**src/hdl/sbt_pkg.sv**
```systemverilog
// sbt_pkg: shared types, character codes and widths for the s-expression tokenizer
// no dependencies; imported by every module of the block

package sbt_pkg;

    localparam int TOKEN_LIMIT_W         = 11;
    localparam int TOKEN_COUNT_W         = 11;
    localparam int DEF_MAX_TOKEN_CHARS   = 64;
    localparam int DEF_MAX_TOKENS        = 1024;
    localparam int DEF_QUEUE_DEPTH       = 4;
    localparam int RUN_MAX               = 4;
    localparam int RUN_W                 = $clog2(RUN_MAX + 1);

    localparam logic [TOKEN_LIMIT_W-1:0] TOKEN_LIMIT_RESET = 11'd1024;

    // character codes
    localparam logic [7:0] CH_TAB     = 8'h09;
    localparam logic [7:0] CH_NEWLINE = 8'h0A;
    localparam logic [7:0] CH_CR      = 8'h0D;
    localparam logic [7:0] CH_SPACE   = 8'h20;
    localparam logic [7:0] CH_BANG    = 8'h21;
    localparam logic [7:0] CH_QUOTE   = 8'h22;
    localparam logic [7:0] CH_AMP     = 8'h26;
    localparam logic [7:0] CH_LPAREN  = 8'h28;
    localparam logic [7:0] CH_RPAREN  = 8'h29;
    localparam logic [7:0] CH_STAR    = 8'h2A;
    localparam logic [7:0] CH_PLUS    = 8'h2B;
    localparam logic [7:0] CH_MINUS   = 8'h2D;
    localparam logic [7:0] CH_SLASH   = 8'h2F;
    localparam logic [7:0] CH_ZERO    = 8'h30;
    localparam logic [7:0] CH_NINE    = 8'h39;
    localparam logic [7:0] CH_LESS    = 8'h3C;
    localparam logic [7:0] CH_EQUAL   = 8'h3D;
    localparam logic [7:0] CH_GREATER = 8'h3E;
    localparam logic [7:0] CH_UPPER_A = 8'h41;
    localparam logic [7:0] CH_UPPER_Z = 8'h5A;
    localparam logic [7:0] CH_LOWER_A = 8'h61;
    localparam logic [7:0] CH_LOWER_Z = 8'h7A;

    typedef enum logic [2:0] {
        SM_IDLE,
        SM_SYM,
        SM_STR,
        SM_SLASH,
        SM_COMMENT,
        SM_FAILED
    } scan_mode_t;

    typedef enum logic [1:0] {
        EV_BYTE,
        EV_CLOSE,
        EV_ERROR,
        EV_DONE
    } event_kind_t;

    typedef enum logic [2:0] {
        TK_LPAREN,
        TK_RPAREN,
        TK_NUMBER,
        TK_SYMBOL,
        TK_STRING
    } token_kind_t;

    typedef enum logic [2:0] {
        ERR_UNCLOSED,
        ERR_STRING_LONG,
        ERR_TOKEN_LONG,
        ERR_UNKNOWN,
        ERR_TOO_MANY
    } error_code_t;

    typedef enum logic [3:0] {
        CC_SPACE,
        CC_NEWLINE,
        CC_LPAREN,
        CC_RPAREN,
        CC_QUOTE,
        CC_SLASH,
        CC_DIGIT,
        CC_WORD,
        CC_BAD
    } char_class_t;

    typedef struct packed {
        logic [7:0] src_byte;
        logic       end_of_source;
    } src_word_t;

    typedef struct packed {
        logic [1:0]               event_kind;
        logic [2:0]               token_kind;
        logic [7:0]               token_char;
        logic                     is_first;
        logic                     closes_token;
        logic [2:0]               error_code;
        logic [TOKEN_COUNT_W-1:0] token_count;
        logic                     last_of_run;
    } res_word_t;

    // classified source word as held in the queue
    typedef struct packed {
        logic [7:0]  ch;
        char_class_t cls;
        logic        eos;
    } cls_word_t;

    typedef struct packed {
        logic full;
        logic empty;
    } q_status_t;

endpackage

```
**src/hdl/sbt_front.sv**
```systemverilog
// sbt_front: accepts source words and classifies each byte
// depends on sbt_pkg; feeds sbt_queue

module sbt_front
    import sbt_pkg::*;
(
    input  logic      src_valid,
    output logic      src_stall,
    input  src_word_t src_word,
    input  q_status_t q_stat,
    output logic      push,
    output cls_word_t push_word
);

    char_class_t cls;

    always_comb
    begin
        if (src_word.src_byte == CH_NEWLINE)
            cls = CC_NEWLINE;
        else if (src_word.src_byte inside {[CH_TAB:CH_CR], CH_SPACE})
            cls = CC_SPACE;
        else if (src_word.src_byte == CH_LPAREN)
            cls = CC_LPAREN;
        else if (src_word.src_byte == CH_RPAREN)
            cls = CC_RPAREN;
        else if (src_word.src_byte == CH_QUOTE)
            cls = CC_QUOTE;
        else if (src_word.src_byte == CH_SLASH)
            cls = CC_SLASH;
        else if (src_word.src_byte inside {[CH_ZERO:CH_NINE]})
            cls = CC_DIGIT;
        else if (src_word.src_byte inside {[CH_UPPER_A:CH_UPPER_Z], [CH_LOWER_A:CH_LOWER_Z],
                                           CH_PLUS, CH_MINUS, CH_STAR, CH_EQUAL, CH_LESS,
                                           CH_GREATER, CH_AMP, CH_BANG})
            cls = CC_WORD;
        else
            cls = CC_BAD;
    end

    assign src_stall      = q_stat.full;
    assign push           = src_valid && !q_stat.full;
    assign push_word.ch   = src_word.src_byte;
    assign push_word.cls  = cls;
    assign push_word.eos  = src_word.end_of_source;

endmodule

```
**src/hdl/sbt_queue.sv**
```systemverilog
// sbt_queue: short fifo of classified words between front and back
// depends on sbt_pkg

module sbt_queue
    import sbt_pkg::*;
#(
    parameter int DEPTH = DEF_QUEUE_DEPTH
)
(
    input  logic      clk,
    input  logic      rst_n,
    input  logic      push,
    input  cls_word_t push_word,
    input  logic      pop,
    output cls_word_t head_word,
    output q_status_t q_stat
);

    localparam int PTR_W = $clog2(DEPTH);
    localparam int CNT_W = $clog2(DEPTH + 1);

    cls_word_t        mem_reg [DEPTH];
    logic [PTR_W-1:0] wr_ptr_reg, wr_ptr_next;
    logic [PTR_W-1:0] rd_ptr_reg, rd_ptr_next;
    logic [CNT_W-1:0] count_reg, count_next;

    always_comb
    begin
        wr_ptr_next = wr_ptr_reg;
        rd_ptr_next = rd_ptr_reg;
        count_next  = count_reg;
        if (push)
            wr_ptr_next = (wr_ptr_reg == PTR_W'(DEPTH - 1)) ? '0 : wr_ptr_reg + PTR_W'(1);
        if (pop)
            rd_ptr_next = (rd_ptr_reg == PTR_W'(DEPTH - 1)) ? '0 : rd_ptr_reg + PTR_W'(1);
        if (push && !pop)
            count_next = count_reg + CNT_W'(1);
        else if (pop && !push)
            count_next = count_reg - CNT_W'(1);
    end

    always_ff @(posedge clk or negedge rst_n)
    begin
        if (!rst_n)
        begin
            wr_ptr_reg <= '0;
            rd_ptr_reg <= '0;
            count_reg  <= '0;
        end
        else
        begin
            wr_ptr_reg <= wr_ptr_next;
            rd_ptr_reg <= rd_ptr_next;
            count_reg  <= count_next;
        end
    end

    always_ff @(posedge clk)
    begin
        if (push)
            mem_reg[wr_ptr_reg] <= push_word;
    end

    assign head_word    = mem_reg[rd_ptr_reg];
    assign q_stat.full  = (count_reg == CNT_W'(DEPTH));
    assign q_stat.empty = (count_reg == '0);

endmodule

```
**src/hdl/sbt_back.sv**
```systemverilog
// sbt_back: scanner state machine and result word buffer
// depends on sbt_pkg; takes classified words from sbt_queue

module sbt_back
    import sbt_pkg::*;
#(
    parameter int MAX_TOKEN_CHARS = DEF_MAX_TOKEN_CHARS,
    parameter int MAX_TOKENS      = DEF_MAX_TOKENS
)
(
    input  logic                     clk,
    input  logic                     rst_n,
    input  q_status_t                q_stat,
    input  cls_word_t                head_word,
    output logic                     pop,
    input  logic [TOKEN_LIMIT_W-1:0] token_limit,
    output logic                     res_valid,
    input  logic                     res_stall,
    output res_word_t                res_word
);

    localparam int CNT_W = $clog2(MAX_TOKENS + 1);
    localparam int CH_W  = $clog2(MAX_TOKEN_CHARS);

    scan_mode_t       mode_reg, mode_next;
    logic [CNT_W-1:0] seen_reg, seen_next;
    logic [CH_W-1:0]  chars_reg, chars_next;
    token_kind_t      kind_reg, kind_next;

    res_word_t [RUN_MAX-1:0] step_res;
    logic [RUN_W-1:0]        step_n;

    res_word_t [RUN_MAX-1:0] buf_reg, buf_next;
    logic [RUN_W-1:0]        rem_reg, rem_next;
    logic                    take;

    function automatic logic at_limit(input logic [CNT_W-1:0] cnt,
                                      input logic [TOKEN_LIMIT_W-1:0] lim);
        at_limit = (32'(cnt) >= 32'(lim)) || (32'(cnt) >= 32'(MAX_TOKENS));
    endfunction

    function automatic res_word_t mk(input event_kind_t ev, input token_kind_t kd,
                                     input logic [7:0] ch, input logic first,
                                     input logic closes, input error_code_t err,
                                     input logic [TOKEN_COUNT_W-1:0] cnt);
        res_word_t w;
        w.event_kind   = ev;
        w.token_kind   = kd;
        w.token_char   = ch;
        w.is_first     = first;
        w.closes_token = closes;
        w.error_code   = err;
        w.token_count  = cnt;
        w.last_of_run  = 1'b0;
        return w;
    endfunction

    // next state and the results of the word at the head of the queue
    always_comb
    begin : scan_step
        scan_mode_t       m;
        logic [CNT_W-1:0] ts;
        logic [CH_W-1:0]  nc;
        token_kind_t      kd;
        logic             do_sym;
        logic             do_start;
        logic             is_delim;
        logic [RUN_W-1:0] n;
        logic [RUN_W-1:0] idx;
        res_word_t [RUN_MAX-1:0] r;

        m        = mode_reg;
        ts       = seen_reg;
        nc       = chars_reg;
        kd       = kind_reg;
        do_sym   = 1'b0;
        do_start = 1'b0;
        n        = '0;
        r        = '0;
        is_delim = head_word.cls inside {CC_SPACE, CC_NEWLINE, CC_LPAREN, CC_RPAREN, CC_QUOTE};

        if (head_word.eos)
        begin
            case (m)
                SM_SYM:
                begin
                    r[n[1:0]] = mk(EV_CLOSE, kd, 8'd0, 1'b0, 1'b0, ERR_UNCLOSED, '0);
                    n = n + RUN_W'(1);
                    ts = ts + CNT_W'(1);
                end
                SM_STR:
                begin
                    r[n[1:0]] = mk(EV_ERROR, TK_LPAREN, 8'd0, 1'b0, 1'b0, ERR_UNCLOSED, '0);
                    n = n + RUN_W'(1);
                end
                SM_SLASH:
                begin
                    if (at_limit(ts, token_limit))
                    begin
                        r[n[1:0]] = mk(EV_ERROR, TK_LPAREN, 8'd0, 1'b0, 1'b0, ERR_TOO_MANY, '0);
                        n = n + RUN_W'(1);
                    end
                    else
                    begin
                        r[n[1:0]] = mk(EV_BYTE, TK_SYMBOL, CH_SLASH, 1'b1, 1'b0,
                                       ERR_UNCLOSED, '0);
                        n = n + RUN_W'(1);
                        r[n[1:0]] = mk(EV_CLOSE, TK_SYMBOL, 8'd0, 1'b0, 1'b0, ERR_UNCLOSED, '0);
                        n = n + RUN_W'(1);
                        ts = ts + CNT_W'(1);
                    end
                end
                default:
                begin
                end
            endcase
            r[n[1:0]] = mk(EV_DONE, TK_LPAREN, 8'd0, 1'b0, 1'b0, ERR_UNCLOSED,
                           TOKEN_COUNT_W'(ts));
            n  = n + RUN_W'(1);
            m  = SM_IDLE;
            ts = '0;
            nc = '0;
            kd = TK_LPAREN;
        end
        else
        begin
            case (m)
                SM_SYM:
                    do_sym = 1'b1;
                SM_STR:
                begin
                    if (head_word.cls == CC_QUOTE)
                    begin
                        r[n[1:0]] = mk(EV_BYTE, TK_STRING, head_word.ch, 1'b0, 1'b1,
                                       ERR_UNCLOSED, '0);
                        n  = n + RUN_W'(1);
                        ts = ts + CNT_W'(1);
                        nc = '0;
                        m  = SM_IDLE;
                    end
                    else if (nc >= CH_W'(MAX_TOKEN_CHARS - 1))
                    begin
                        r[n[1:0]] = mk(EV_ERROR, TK_LPAREN, 8'd0, 1'b0, 1'b0,
                                       ERR_STRING_LONG, '0);
                        n  = n + RUN_W'(1);
                        nc = '0;
                        m  = SM_FAILED;
                    end
                    else
                    begin
                        r[n[1:0]] = mk(EV_BYTE, TK_STRING, head_word.ch, 1'b0, 1'b0,
                                       ERR_UNCLOSED, '0);
                        n  = n + RUN_W'(1);
                        nc = nc + CH_W'(1);
                    end
                end
                SM_SLASH:
                begin
                    if (head_word.cls == CC_SLASH)
                        m = SM_COMMENT;
                    else if (at_limit(ts, token_limit))
                    begin
                        r[n[1:0]] = mk(EV_ERROR, TK_LPAREN, 8'd0, 1'b0, 1'b0, ERR_TOO_MANY, '0);
                        n  = n + RUN_W'(1);
                        nc = '0;
                        m  = SM_FAILED;
                    end
                    else
                    begin
                        // held slash becomes the first byte of a symbol
                        r[n[1:0]] = mk(EV_BYTE, TK_SYMBOL, CH_SLASH, 1'b1, 1'b0,
                                       ERR_UNCLOSED, '0);
                        n      = n + RUN_W'(1);
                        kd     = TK_SYMBOL;
                        nc     = CH_W'(1);
                        m      = SM_SYM;
                        do_sym = 1'b1;
                    end
                end
                SM_COMMENT:
                begin
                    if (head_word.cls == CC_NEWLINE)
                        m = SM_IDLE;
                end
                SM_FAILED:
                begin
                end
                default:
                begin
                    m        = SM_IDLE;
                    do_start = 1'b1;
                end
            endcase

            if (do_sym)
            begin
                if (is_delim)
                begin
                    r[n[1:0]] = mk(EV_CLOSE, kd, 8'd0, 1'b0, 1'b0, ERR_UNCLOSED, '0);
                    n        = n + RUN_W'(1);
                    ts       = ts + CNT_W'(1);
                    nc       = '0;
                    m        = SM_IDLE;
                    do_start = 1'b1;
                end
                else if (nc >= CH_W'(MAX_TOKEN_CHARS - 1))
                begin
                    r[n[1:0]] = mk(EV_ERROR, TK_LPAREN, 8'd0, 1'b0, 1'b0, ERR_TOKEN_LONG, '0);
                    n  = n + RUN_W'(1);
                    nc = '0;
                    m  = SM_FAILED;
                end
                else
                begin
                    r[n[1:0]] = mk(EV_BYTE, kd, head_word.ch, 1'b0, 1'b0, ERR_UNCLOSED, '0);
                    n  = n + RUN_W'(1);
                    nc = nc + CH_W'(1);
                end
            end

            if (do_start)
            begin
                case (head_word.cls)
                    CC_SPACE, CC_NEWLINE:
                    begin
                    end
                    CC_SLASH:
                        m = SM_SLASH;
                    CC_BAD:
                    begin
                        r[n[1:0]] = mk(EV_ERROR, TK_LPAREN, 8'd0, 1'b0, 1'b0, ERR_UNKNOWN, '0);
                        n  = n + RUN_W'(1);
                        nc = '0;
                        m  = SM_FAILED;
                    end
                    default:
                    begin
                        if (at_limit(ts, token_limit))
                        begin
                            r[n[1:0]] = mk(EV_ERROR, TK_LPAREN, 8'd0, 1'b0, 1'b0,
                                           ERR_TOO_MANY, '0);
                            n  = n + RUN_W'(1);
                            nc = '0;
                            m  = SM_FAILED;
                        end
                        else if (head_word.cls == CC_LPAREN || head_word.cls == CC_RPAREN)
                        begin
                            r[n[1:0]] = mk(EV_BYTE,
                                           (head_word.cls == CC_LPAREN) ? TK_LPAREN : TK_RPAREN,
                                           head_word.ch, 1'b1, 1'b1, ERR_UNCLOSED, '0);
                            n  = n + RUN_W'(1);
                            ts = ts + CNT_W'(1);
                        end
                        else if (head_word.cls == CC_QUOTE)
                        begin
                            r[n[1:0]] = mk(EV_BYTE, TK_STRING, head_word.ch, 1'b1, 1'b0,
                                           ERR_UNCLOSED, '0);
                            n  = n + RUN_W'(1);
                            kd = TK_STRING;
                            nc = '0;
                            m  = SM_STR;
                        end
                        else
                        begin
                            kd = (head_word.cls == CC_DIGIT) ? TK_NUMBER : TK_SYMBOL;
                            r[n[1:0]] = mk(EV_BYTE, kd, head_word.ch, 1'b1, 1'b0,
                                           ERR_UNCLOSED, '0);
                            n  = n + RUN_W'(1);
                            nc = CH_W'(1);
                            m  = SM_SYM;
                        end
                    end
                endcase
            end
        end

        if (n != '0)
        begin
            idx = n - RUN_W'(1);
            r[idx[1:0]].last_of_run = 1'b1;
        end

        mode_next  = m;
        seen_next  = ts;
        chars_next = nc;
        kind_next  = kd;
        step_res   = r;
        step_n     = n;
    end

    // result buffer: drains one word a cycle while res_stall is low, refills as the last word leaves
    always_comb
    begin
        take     = res_valid && !res_stall;
        pop      = !q_stat.empty && ((rem_reg == '0) || ((rem_reg == RUN_W'(1)) && take));
        buf_next = buf_reg;
        rem_next = rem_reg;
        if (pop)
        begin
            buf_next = step_res;
            rem_next = step_n;
        end
        else if (take)
        begin
            for (int i = 0; i < RUN_MAX - 1; i++)
                buf_next[i] = buf_reg[i+1];
            rem_next = rem_reg - RUN_W'(1);
        end
    end

    always_ff @(posedge clk or negedge rst_n)
    begin
        if (!rst_n)
        begin
            mode_reg  <= SM_IDLE;
            seen_reg  <= '0;
            chars_reg <= '0;
            kind_reg  <= TK_LPAREN;
            rem_reg   <= '0;
        end
        else
        begin
            if (pop)
            begin
                mode_reg  <= mode_next;
                seen_reg  <= seen_next;
                chars_reg <= chars_next;
                kind_reg  <= kind_next;
            end
            rem_reg <= rem_next;
        end
    end

    always_ff @(posedge clk)
    begin
        buf_reg <= buf_next;
    end

    assign res_valid = (rem_reg != '0);
    assign res_word  = buf_reg[0];

endmodule

```
**src/hdl/sexpr_byte_tokenizer_unit.sv**
```systemverilog
// sexpr_byte_tokenizer_unit: top level of the s-expression tokenizer
// depends on sbt_pkg, sbt_front, sbt_queue and sbt_back
//
//  channel   direction  handshake                payload
//  src       in         src_valid / src_stall    src_word   (src_word_t)
//  res       out        res_valid / res_stall    res_word   (res_word_t)
//  cfg       in         cfg_we                   cfg_wdata  (token limit)
//
// one source word a cycle while each word gives at most one result word and res_stall is low
// a word that gives k result words holds the scanner until its last result word leaves: the
// result buffer drains one word a cycle while res_stall is low and reloads as its last word leaves
// words that give no result (whitespace, comment bytes) leave the buffer empty and hold nothing up
// reset clears scanner state, queue and buffer at once; no clearing pass
// src_stall follows the queue fill only, so a stalled result side fills
// the queue and then holds the source side

module sexpr_byte_tokenizer_unit
    import sbt_pkg::*;
#(
    parameter int MAX_TOKEN_CHARS = DEF_MAX_TOKEN_CHARS,
    parameter int MAX_TOKENS      = DEF_MAX_TOKENS,
    parameter int QUEUE_DEPTH     = DEF_QUEUE_DEPTH
)
(
    input  logic                     clk,
    input  logic                     rst_n,
    input  logic                     src_valid,
    output logic                     src_stall,
    input  src_word_t                src_word,
    output logic                     res_valid,
    input  logic                     res_stall,
    output res_word_t                res_word,
    input  logic                     cfg_we,
    input  logic [TOKEN_LIMIT_W-1:0] cfg_wdata
);

    // token limit register, kept across texts
    logic [TOKEN_LIMIT_W-1:0] token_limit_reg;

    // front to queue
    logic      push;
    cls_word_t push_word;

    // queue to back
    cls_word_t head_word;
    q_status_t q_stat;
    logic      pop;

    always_ff @(posedge clk or negedge rst_n)
    begin
        if (!rst_n)
            token_limit_reg <= TOKEN_LIMIT_RESET;
        else if (cfg_we)
            token_limit_reg <= cfg_wdata;
    end

    // classify each byte on the way in
    sbt_front u_front (
        .src_valid (src_valid),
        .src_stall (src_stall),
        .src_word  (src_word),
        .q_stat    (q_stat),
        .push      (push),
        .push_word (push_word)
    );

    // decouples intake from the scanner
    sbt_queue #(
        .DEPTH (QUEUE_DEPTH)
    ) u_queue (
        .clk       (clk),
        .rst_n     (rst_n),
        .push      (push),
        .push_word (push_word),
        .pop       (pop),
        .head_word (head_word),
        .q_stat    (q_stat)
    );

    // scanner and result buffer
    sbt_back #(
        .MAX_TOKEN_CHARS (MAX_TOKEN_CHARS),
        .MAX_TOKENS      (MAX_TOKENS)
    ) u_back (
        .clk         (clk),
        .rst_n       (rst_n),
        .q_stat      (q_stat),
        .head_word   (head_word),
        .pop         (pop),
        .token_limit (token_limit_reg),
        .res_valid   (res_valid),
        .res_stall   (res_stall),
        .res_word    (res_word)
    );

    // queue can never be full and empty together
    a_queue_flags: assert property (@(posedge clk) disable iff (!rst_n)
        !(q_stat.full && q_stat.empty))
        else $error("queue flags inconsistent");

    // an accepted source word is in the queue on the next edge
    a_push_lands: assert property (@(posedge clk) disable iff (!rst_n)
        (src_valid && !src_stall) |=> !q_stat.empty)
        else $error("accepted word lost before the queue");

    // nothing pops from an empty queue
    a_no_pop_empty: assert property (@(posedge clk) disable iff (!rst_n)
        pop |-> !q_stat.empty)
        else $error("pop from empty queue");

    // done always closes its run
    a_done_last: assert property (@(posedge clk) disable iff (!rst_n)
        (res_valid && res_word.event_kind == EV_DONE) |-> res_word.last_of_run)
        else $error("done word not marked last of run");

    // limit register takes the written value
    a_cfg_write: assert property (@(posedge clk) disable iff (!rst_n)
        cfg_we |=> token_limit_reg == $past(cfg_wdata))
        else $error("token limit write lost");

endmodule

```
**config.mk**
```make
export PLATFORM = sky130hd
export DESIGN_NAME = sexpr_byte_tokenizer_unit
export DESIGN_NICKNAME = d
export VERILOG_FILES = /design/src/hdl/sbt_pkg.sv /design/src/hdl/sbt_front.sv /design/src/hdl/sbt_queue.sv /design/src/hdl/sbt_back.sv /design/src/hdl/sexpr_byte_tokenizer_unit.sv
export SDC_FILE = /design/constraint.sdc
export NUM_CORES = 1
export LEC_CHECK = 0
export ABC_CLOCK_PERIOD_IN_PS = 5000
export BUFFER_PORTS_ARGS = -buffer_cell sky130_fd_sc_hd__buf_2
export CORE_ASPECT_RATIO = 2
export CORE_MARGIN = 10
export CORE_UTILIZATION = 30
export CTS_CLUSTER_SIZE = 25
export DETAILED_ROUTE_END_ITERATION = 10
export PLACE_DENSITY_LB_ADDON = 0.3
export SETUP_SLACK_MARGIN = 0.4
export SLEW_MARGIN = 40
export SYNTH_ARGS = -nofsm -noshare
export SYNTH_HDL_FRONTEND = slang
export SYNTH_HIERARCHICAL = 1
export SYNTH_SLANG_ARGS = --single-unit
export TNS_END_PERCENT = 20
```
**constraint.sdc**
```tcl
create_clock -name clk -period 5 [get_ports clk]
set_input_delay 0.25 -clock clk [delete_from_list [all_inputs] [get_ports clk]]
set_output_delay 0.25 -clock clk [all_outputs]
set_load 0.05 [all_outputs]
```
### Word-level counts from Yosys, hierarchy flattened

Memory sizes are Yosys's and may differ from the RTL's.
Cells that the tools add are included.

* flip-flop bits (word level): 164
* RAM bits: 52
* input port bits: 25
* output and inout port bits: 32
* word-level logic and storage cells: 286
* memories kept: 1

Memories
* u_queue.mem_reg: words 4, width 13, rd ports 1, clocked after memory_dff 0, write ports 1, line sbt_queue.sv:22 `cls_word_t mem_reg [DEPTH];`

* add/sub/neg operators: 14
* $lt $le $gt $ge: 22
* eq/ne operators: 30
* mux-type cells: 130
* bitwise gates (word level): 9
* reductions and logical operators: 39

Operator list (number)
* two-way mux 120 bit: 10
* bitwise mux 120 bit: 7
* two-way mux 30 bit: 10
* demux 30 bit (select 2 bit): 4
* one-hot mux 120 bit (2 select lines): 1
* inverter 112 bit: 2
* two-way mux 90 bit: 2
* two-way mux 11 bit: 13
* AND 112 bit: 1
* AND 28 x 112 -> 112 bit: 1
* AND 108 bit: 1
* inverter 108 bit: 1
* equality test 8 x 6 -> 1 bit (second input constant): 13
* two-way mux 3 bit: 33
* one-hot mux 30 bit (3 select lines): 1
* two-way mux 6 bit: 11
* one-hot mux 30 bit (2 select lines): 1
* two-way mux 29 bit: 2
* adder 11 x 1 -> 11 bit (second input constant): 3
* two-way mux 4 bit: 8
* one-hot mux 6 bit (2 select lines): 2
* >= comparator 11 bit: 2
* >= comparator 11 bit (second input constant): 2
* one-hot mux 11 bit (2 select lines): 1
* 45 further kinds: 112

### Logic depth before layout (Yosys ltp)

An unclocked memory read counts as a cell.

* depth in word-level cells: 25
* gate-level depth with buffers: 25
* depth with buffers taken out: 20

### By module

The synthesis kept the hierarchy.

Modules (own cells, without submodules)
* sbt_back: times used 1, cells an instance 908, area each 8979.9 um^2, sequential area each 4194.0 um^2
* sbt_queue: times used 1, cells an instance 105, area each 2321.0 um^2, sequential area each 1736.7 um^2
* sexpr_byte_tokenizer_unit: times used 1, cells an instance 23, area each 449.2 um^2, sequential area each 276.5 um^2
* sbt_front: times used 1, cells an instance 67, area each 429.2 um^2, sequential area each 0.0 um^2

### Worst setup path before layout

OpenSTA, ideal clock, no wires.

* path kind: register to register
* start: reg u_queue.rd_ptr_reg[0]
* end: reg u_back.seen_reg[8]
* setup time: 0.126 ns
* arrival time: 5.335 ns
* slack: -0.461 ns
* cell stages (with the launch flop): 26
* buffers on the path: 5
* clock period less this slack: 5.461 ns
* path through: dfrtp_1 buf_6 buf_12 mux4_2 buf_2 or4b_1 clkbuf_1 nor2_4 xnor2_1 inv_1 ha_1 nand3_2 nor4_4 xor2_2 inv_2 ha_1 a21oi_1 nand2_1 a211oi_1 o21ai_0 o211ai_1 and3_1 clkbuf_1 nand3_1 o311a_1 a221o_1

RTL lines
* start: declaration: line sbt_queue.sv:24 `logic [PTR_W-1:0] rd_ptr_reg, rd_ptr_next;`
* start signal: assignment: line sbt_queue.sv:53 `rd_ptr_reg <= rd_ptr_next;`
* end signal: assignment: line sbt_back.sv:326 `seen_reg <= seen_next;`
* end: declaration: line sbt_back.sv:26 `logic [CNT_W-1:0] seen_reg, seen_next;`

==> metrics.yaml <==
drt:
  wl_per_cell_um: 21.6
  drc: 0
  drtIter0Drc: 557
  num_vias: 9441
  ant_nets: 0
  wirelength_mm: 38.5
  vias_per_cell: 5.29
  first_pass_iters: 5
timing:
  timing.hold.ws_ns: 0.0511
  post-route-min-period_ns: 4.78
  setup_violations: 0
  min_period_over_period: 0.957
  finalSetupTns_ns: 0
  clock_skew_ns: 0.0192
  fmax_mhz: 209
  relSlewSlack: 0.404
  rsz0062_at_grt: "yes"
  tightest_slew_ns: 0.892
  timing.final.max_slew_violations: 0
  final_hold_viol_count: 0
clocking:
  cts-root-buf: "clkbuf_16"
  clock_sinks: 214
  cts_tree: "yes"
  htreeDepth: 1
  worstSkewPairLatency_ns: 0.54
  clkSlewWorstSetupHoldPaths_ns: 0.07
  cts_buffer_depth: 3
  numCtsBuffers: 21
worst_setup_path:
  worstSetupEndpointType: "register"
  r2r_cells: 23
  arrival_ns: 5.03
  reg2reg_from: "u_queue/rd_ptr_reg[0]$_DFFE_PN0P_"
  cp_max_fo: 5
  crit_start: "u_queue/rd_ptr_reg[0]$_DFFE_PN0P_"
  crit_type: "reg -> reg"
  cp_data_required_time_ns: 5.25
  worst_setup_path_start_kind: "register"
floorplanning:
  die_area_um2: 49500
  die_height_um: 305
  initial_core_util: 0.303
  rows: 104
  die-width_um: 162
  ios: 57
  coreArea_um2: 40200
global_route:
  antenna_found_initial: 0
  grt-ovfl-total: 0
  grt_pass1_vias: 9796
  grt_pass1_wl_mm: 57.9
  grtUsageTotal: 0.152
  grt_max_degree: 97
hold_path:
  hold_path.startpoint: "src_word[8]"
  hold_path_class: "in -> reg"
  whs_path_depth: 1
logic_synthesis:
  synthArstFlopShare: 0.206
  yosysTopAreaCell: "edfxtp_1"
  synth_cells: 1103
  synth-edff-count: 170
  ys_types: 97
  synth_top_area_frac: 0.419
  avgSynthCellArea_um2: 11.0
  ys.flop_type: "edfxtp_1"
  ys_seq_area_frac: 0.510
  synthTopCellsByArea: "edfxtp_1 (42%), dfrtp_1 (8.8%), ha_1 (4.1%)"
  synth_seq_cells: 214
  synth_common_cells: "edfxtp_1 (170), nand2_1 (121), o21ai_0 (74), nor2_1 (53), clkbuf_1 (47)"
  yosysMostFrequentCell: "edfxtp_1"
  netlist_area_um2: 12200
  yosys_warnings: 6
finish:
  instances_no_fill: 1786
  area_delta_synth_final_pct: 22.6
  insertedDiodeCount: 0
  largest_reg_flops: 88
  drive_above_1_share: 0.267
  fin_util: 0.371
  nNetsFinal: 1307
flow_run:
  maxCapViolations: 0
power_and_ir_drop:
  p_leak_uw: 0.00583
  peakVddDrop_uv: 229
  p_per_area_nw_per_um2: 622
status:
  status: "finished, final reports clean"
placement:
  io_buffers: 56
  gp_congestion: 0.960
  placedCellCount: 1718
  dp_hpwl_mm: 28.4
[where the power goes]
group / switching, uW / internal [uW] / total [uW]
logic: 2940 / 1570 / 4500
clock network: 733 / 1010 / 1740
registers: 238 / 2810 / 3050
[placed cells by master (no fill, tap or decap), types with 8 or more instances in the layout]
master and count:
edfxtp_1 170, buf_4 118, nand2_1 116, o21ai_0 69
buf_2 56, nor2_1 50, dfrtp_1 42, a21oi_1 42
ha_1 37, nand3_1 34, inv_1 33, a22o_1 32
xnor2_1 24, clkbuf_16 21, and2_1 19, buf_6 17
xor2_1 17, nor3_1 16, dlygate4sd3_1 14, o211ai_1 14
a31oi_1 12, conb_1 12, nand2b_1 11, and3_1 11
mux2_4 10, nand4_1 10, nand3b_1 9, o31ai_1 9
mux4_2 9, nor2b_1 8
[critical path, cell delays in order, from the launching register on]
cell and delay [ns]:
dfrtp_2 0.44, mux4_2 0.54, or4b_4 0.61, nor2_4 0.15, buf_4 0.14, nand2_1 0.09, a32oi_2 0.30, buf_4 0.17
buf_4 0.11, nor4_2 0.04, xnor2_1 0.26, ha_1 0.25, a21oi_4 0.08, nand2_2 0.09, a211oi_2 0.04, o21ai_1 0.08
o211ai_1 0.11, buf_4 0.18, inv_2 0.08, nor3_4 0.04, buf_6 0.14, buf_6 0.12, a221oi_2 0.34, o31ai_1 0.10
[layer usage]
metal  vias up  track usage  wire (um)
met4         0        0.126       3530
met5         -            0          0
met3       157       0.0219       1310
li1       4353            -          -
met1      4660        0.131      11900
met2       271        0.294      21700
[metrics by stage]
step / area, um^2 / worst slack, ns / power, uW
after floorplan: 12300 / -0.251 / 5890
after global placement: 13600 / -0.113 / 7180
after detailed placement: 13600 / -0.0848 / 7240
after CTS: 14800 / 0.287 / 9250
after global routing: 14900 / -0.0153 / 9790
final: 14900 / 0.215 / 9290
[timing repair]
item / CTS / global route
hold buffers: 14 / 0
gates cloned: 1 / 0
pin swaps: 15 / 15
resized for setup: 54 / 23
hold endpoints to repair: 62 / 0
endpoints found under the setup margin: 83 / 83
setup buffers: 11 / 4
[area by class of cell]
| cell class | instances | area [um^2] |
|---|---|---|
| clock buffer | 25 | 551 |
| clock inverter | 13 | 190 |
| fill | 3887 | 25300 |
| inverter | 38 | 143 |
| multi-input combinational | 759 | 5640 |
| sequential | 214 | 6210 |
| tap | 530 | 663 |
| timing repair buffer | 207 | 1540 |
[path summary, 6_finish.rpt]
kind | slack (ns) | to
hold / removal | 0.05 | u_queue/mem_reg[2][12]$_DFFE_PP_
max in group asynchronous | 4.10 | u_queue/rd_ptr_reg[0]$_DFFE_PN0P_
min in group asynchronous | 0.38 | token_limit_reg[1]$_DFFE_PN0P_
hold reg to reg | 0.49 | u_queue/count_reg[2]$_DFFE_PN0P_
setup / recovery | 0.22 | u_back/res_word[16]$_DFFE_PP_
setup reg to reg | 0.22 | u_back/res_word[16]$_DFFE_PP_
[cell families (layout without fill, tap and decap cells)]
group,after synthesis,after routing,share of synthesized area
simple gates,359,360,0.154
compound gates,264,264,0.148
flops,214,214,0.510
buf+inv,142,283,0.0618
xor+xnor,48,48,0.0364
fa+ha+maj,41,41,0.0427
mux,34,34,0.0476
other cells,1,12,0.000308
No activity file was read; power rests on OpenSTA's default activity.
